<file path="src/bcd_digit_scan_display_unit_assert.svh">
// assertion macros for the bcd digit scan display unit
`ifndef BCD_DIGIT_SCAN_DISPLAY_UNIT_ASSERT_SVH
`define BCD_DIGIT_SCAN_DISPLAY_UNIT_ASSERT_SVH

// checked on every clock edge outside reset
`define BDSD_ASSERT(label, prop) \
    label: assert property (@(posedge clk) disable iff (!rst_n) (prop)) \
        else $error("bcd digit scan check failed");

// checked on every clock edge, reset included
`define BDSD_ASSERT_ALWAYS(label, prop) \
    label: assert property (@(posedge clk) (prop)) \
        else $error("bcd digit scan reset check failed");

`endif

</file>
<file path="src/bdsd_pkg.sv">
// shared constants and types for the bcd digit scan display unit
package bdsd_pkg;

    localparam int NUM_DIGITS  = 6;
    localparam int VALUE_W     = 20;
    localparam int BCD_W       = 4;
    localparam int EN_W        = 6;
    localparam int POS_W       = 3;
    localparam int DIGITS_W    = NUM_DIGITS * BCD_W;
    localparam int CNT_W       = (NUM_DIGITS > 1) ? $clog2(NUM_DIGITS) : 1;

    // floor(x / 10) == (x * RECIP) >> RECIP_SHIFT for every x below 2**22
    localparam int RECIP_W     = 20;
    localparam int RECIP_SHIFT = 23;
    localparam logic [RECIP_W-1:0] RECIP = RECIP_W'(838861);

    typedef struct packed {
        logic [VALUE_W-1:0]  rest;
        logic [DIGITS_W-1:0] digits;
    } bdsd_stage_t;

endpackage

</file>
<file path="src/bdsd_scan.sv">
// digit scanner: sends the converted digits one beat each, units digit first
module bdsd_scan
    import bdsd_pkg::*;
(
    input  logic                clk,
    input  logic                rst_n,
    input  logic                in_valid,
    output logic                in_ready,
    input  logic [DIGITS_W-1:0] in_digits,
    output logic                out_valid,
    input  logic                out_ready,
    output logic [BCD_W-1:0]    bcd_digit,
    output logic [EN_W-1:0]     digit_enable,
    output logic [POS_W-1:0]    position,
    output logic                last
);

    logic                      busy_reg;
    logic                      busy_next;
    logic [DIGITS_W-1:0]       shift_reg;
    logic [DIGITS_W-1:0]       shift_next;
    logic [EN_W-1:0]           enable_reg;
    logic [EN_W-1:0]           enable_next;
    logic [CNT_W-1:0]          count_reg;
    logic [CNT_W-1:0]          count_next;
    logic [DIGITS_W+BCD_W-1:0] shift_cat;
    logic                      last_w;
    logic                      beat;
    logic                      load;

    assign last_w       = (count_reg == CNT_W'(NUM_DIGITS - 1));
    assign beat         = busy_reg && out_ready;
    assign in_ready     = !busy_reg || (out_ready && last_w);
    assign load         = in_ready && in_valid;

    assign out_valid    = busy_reg;
    assign bcd_digit    = shift_reg[BCD_W-1:0];
    assign digit_enable = enable_reg;
    assign position     = POS_W'(count_reg);
    assign last         = last_w;

    always_comb
    begin
        shift_cat   = {BCD_W'(0), shift_reg};
        shift_next  = shift_reg;
        enable_next = enable_reg;
        count_next  = count_reg;
        busy_next   = busy_reg;
        if (load)
        begin
            shift_next  = in_digits;
            enable_next = EN_W'(1);
            count_next  = '0;
            busy_next   = 1'b1;
        end
        else if (beat)
        begin
            shift_next  = shift_cat[DIGITS_W+BCD_W-1:BCD_W];
            enable_next = enable_reg << 1;
            count_next  = count_reg + CNT_W'(1);
            if (last_w)
            begin
                busy_next = 1'b0;
            end
        end
    end

    always_ff @(posedge clk or negedge rst_n)
    begin
        if (!rst_n)
        begin
            busy_reg  <= 1'b0;
            count_reg <= '0;
        end
        else
        begin
            busy_reg  <= busy_next;
            count_reg <= count_next;
        end
    end

    always_ff @(posedge clk)
    begin
        shift_reg  <= shift_next;
        enable_reg <= enable_next;
    end

endmodule

</file>
<file path="config.mk">
export PLATFORM = sky130hd
export DESIGN_NAME = bdsd_scan
export DESIGN_NICKNAME = d
export VERILOG_FILES = /design/src/bcd_digit_scan_display_unit_assert.svh /design/src/bdsd_pkg.sv /design/src/bdsd_scan.sv
export SDC_FILE = /design/constraint.sdc
export NUM_CORES = 1
export LEC_CHECK = 0
export BUFFER_PORTS_ARGS = -buffer_cell sky130_fd_sc_hd__buf_4
export CAP_MARGIN = 10
export CELL_PAD_IN_SITES_DETAIL_PLACEMENT = 0
export CELL_PAD_IN_SITES_GLOBAL_PLACEMENT = 1
export CORE_ASPECT_RATIO = 2
export CORE_MARGIN = 5
export CORE_UTILIZATION = 40
export DETAILED_ROUTE_END_ITERATION = 7
export PLACE_DENSITY_LB_ADDON = 0.1
export SKIP_CTS_REPAIR_TIMING = 1
export SYNTH_ARGS = -nofsm -noshare
export SYNTH_HDL_FRONTEND = slang
export SYNTH_SLANG_ARGS = --single-unit
</file>
<file path="constraint.sdc">
create_clock -name clk -period 1.83 [get_ports clk]
set_input_delay 0 -clock clk [delete_from_list [all_inputs] [get_ports clk]]
set_output_delay 0 -clock clk [all_outputs]
set_load 0.01 [all_outputs]
</file>
==> results.txt <==
The mean post-synth cell area came out at 14.6 sq um. In this run the worst path has a maximum fanout of 12. The final setup TNS is 0 ns. The fmax came out at 0.569 GHz. Port buffering added 43 buffers. The max-slew violation count came out at 0. The floorplan step set the die height to between 90 and 100 microns.

The post-detailed-placement cell area came out at 1850 sq um. The arrival time at the worst endpoint is 1.79 ns. The critical path goes through inv_1 > ha_1 > nand3_4 > a21boi_4 > buf_4 > mux2_2.

The critical path class is flip-flop to flip-flop. The average vias per placed instance came out at 4.61. The routed wirelength normalized by instance count came out at between 10 and 15 microns. The area share of the largest cell type after synthesis came out at 48.5%. Dividing the final minimum period by the clock period gives 96.0%. The slowest stage of the critical path belongs to the cell dfrtp_1.

The detailed-route wire length is between 2000 and 3000 microns. The number of antenna violations at the first check in global routing was 0. The number of buffers on the longest clock path is 2.

The clock-pin slew on the worst setup and hold paths came out at roughly 0.07 ns. The total power density per cell area is approximately 1200 nW/um^2. The area added between synthesis and finish came out at 33.9%. The critical path starts at position[1]. The count of different cell masters after synthesis is 23.

The launching point of the worst reg2reg path is position[1]. The clock sink count is 34. The total placed cells including tap cells is 191.

The antenna cell count came out at 0. The H-tree depth reported by CTS came out at 2. The leakage power total came out at about 0.84 nW. The final net count is 182.

The clock network latency to the later pin of the worst-skew pair is 0.27 ns. The power consumption came out at 2.47 mW. The placeable core area is 3610 sq um. The layout cell share with drive strength beyond 1 is between 50% and 60%.

At the pin with the least slew margin, the transition time is between 0.4 and 0.5 ns. The worst setup skew after layout came out at ~0.0060 ns. The largest net degree at the start of global routing is 25. The worst hold path startpoint is in_digits[22]. The floorplan has 31 rows. Measured against its own limit, the worst slew margin works out to 71.8%. The worst setup path is launched from a flip-flop. The number of nets still failing antenna checks after routing is 0.

The portion of the post-synthesis area used by sequential elements is 63.3%. The tightest min-delay check is of the input port to flip-flop type. The post-synthesis cell type with the largest combined area is edfxtp_1. In the post-synthesis netlist, the biggest area contributors are edfxtp_1 48%, mux2_2 15%, dfxtp_1 8.1%.

The via count of the first global-routing pass is ~990. For this run, the detailed router's first-pass iteration total came to 3. The final cell count without fillers came out at 202.

The netlist area before placement came out at approximately 1500 sq um. The cell area after layout came out at 1990 sq um. The effective utilization at floorplan is 41.2%. In the routed design, unresolved DRC markers number 0.

During I/O placement, the number of pins put on the boundary was 44. The post-synth net total came out at 132. The largest voltage drop on the vdd net is approximately 0.00073 V. The root buffer cell chosen for the clock tree is clkbuf_8. Synthesis inferred 34 register bits. Setup repair after global routing left no endpoint under its margin. The synthesis warning total is 0. For the finished layout, the period the worst path requires is approximately 1.8 ns. The required time of the worst setup path is 1.86 ns.

The first routing iteration left 9 violations. The half-perimeter wire length of the detailed placement result came out at 1980 microns. Setup violations remaining at the end of the flow were counted as 0. The run finished with clean final reports. The all-layer global routing usage is 11.4%. STA classifies the critical path endpoint as a flip-flop. The gate count after technology mapping is 102. The total overflow reported by the global router is 0. The number of vias after detailed routing is a little over 900. The clock tree from TritonCTS is done. The wire length of the first global-routing pass is 4160 microns. The max-capacitance violation count is 0. The clock buffer count from CTS is 5. The weighted congestion reported at the end of routability-driven placement is 0.680. The register with the most flip-flops in the layout has 24 of them. The longest individual stage delay on the worst path came out at 0.39 ns.

The chip width is roughly 53 microns. The number of hold-slack violations in the final timing report came out at 0. The area of the die is 5110 sq um.

The fraction of the core area covered by cells at the end of the flow came out at 55.2%.
[Yosys cell counts]
library cell and number:
xor2_1 1, a21boi_4 1, nand2b_1 1, buf_2 1
a21oi_1 5, mux2i_1 1, and2_1 5, buf_4 5
inv_1 2, a21o_1 1, o31ai_1 1, nor2_1 1
dfrtp_1 4, mux2_2 20, or2_2 1, nand3_1 6
edfxtp_1 24, nand2_1 9, ha_1 2, o21ai_0 1
dfxtp_1 6, nand3_4 1, buf_6 3
[critical path: cells and delay by family (launching register included)]
kind,cells,cell delay [ns]
AND/OR/NAND/NOR,1,0.10
AO/OA/AOI/OAI,1,0.20
adder cells (fa/ha/maj),1,0.19
multiplexers,1,0.36
buffers and inverters,2,0.28
flip-flops,1,0.39
[layer usage]
| metal | routed length (microns) | vias up | track usage [%] | part of all wire [%] |
|---|---|---|---|---|
| met5 | 0 | - | 0 | 0 |
| met4 | 25 | 0 | 6.40 | 0.93 |
| met3 | 208 | 2 | 4.50 | 7.7 |
| met2 | 1500 | 30 | 20.4 | 56 |
| met1 | 949 | 440 | 10.4 | 35 |
| li1 | - | 459 | - | - |
[cells by family after synthesis]
kind of cell,Yosys count,share of synthesized area [%]
and+or+nand+nor,24,8.67
DFF,34,63.3
muxes,21,15.8
xor gates and xnor gates,1,0.589
adders and majority gates,2,1.68
AOI/OAI and AO/OA,9,4.29
buffers and inverters,11,5.64
[cell usage in the layout, fill, tap and decap left out, drive strengths merged, types with 2 or more instances in the layout]
cell type / Yosys / final
clkbuf: 0 / 5
dfrtp: 4 / 4
a21oi: 5 / 5
buf: 9 / 49
ha: 2 / 2
nand2: 9 / 9
inv: 2 / 2
dfxtp: 6 / 6
nand3: 7 / 7
edfxtp: 24 / 24
clkinv: 0 / 2
mux2: 20 / 20
dlygate4sd3: 0 / 3
and2: 5 / 5
[final timing paths]
check                                  endpoint  cells past startpoint  slack (ns)
min in group asynchronous           position[2]                      2        0.05
worst max-delay path               shift_reg[6]                      6        0.07
worst max register to register     shift_reg[6]                      6        0.07
worst min register to register  digit_enable[2]                      2        0.47
max in group asynchronous           position[0]                      2        1.68
worst min-delay path              shift_reg[22]                      2        0.02
[through the flow]
step	setup slack, ns	hold WS (ns)
after floorplan	0.0991	-0.296
after global placement	0.137	-0.201
after detailed placement	0.0848	-0.198
after CTS	0.0654	-0.505
after global routing	0.0217	0.00269
final	0.0738	0.0153
[area by class of cell]
| type | count | area (sq um) |
|---|---|---|
| sequential | 34 | 941 |
| inverter | 2 | 7.51 |
| clock buffer | 5 | 68.8 |
| timing repair buffer | 52 | 410 |
| multi-input combinational | 57 | 462 |
| clock inverter | 3 | 40.0 |
| fill | 342 | 1620 |
| tap | 49 | 61.3 |
[report_power, final]
group | internal (mW) | total (mW) | switching, mW
Clock | 0.400 | 0.654 | 0.254
Sequential | 1.04 | 1.14 | 0.0954
Combinational | 0.387 | 0.676 | 0.288
(Power assumes the default switching activity.)
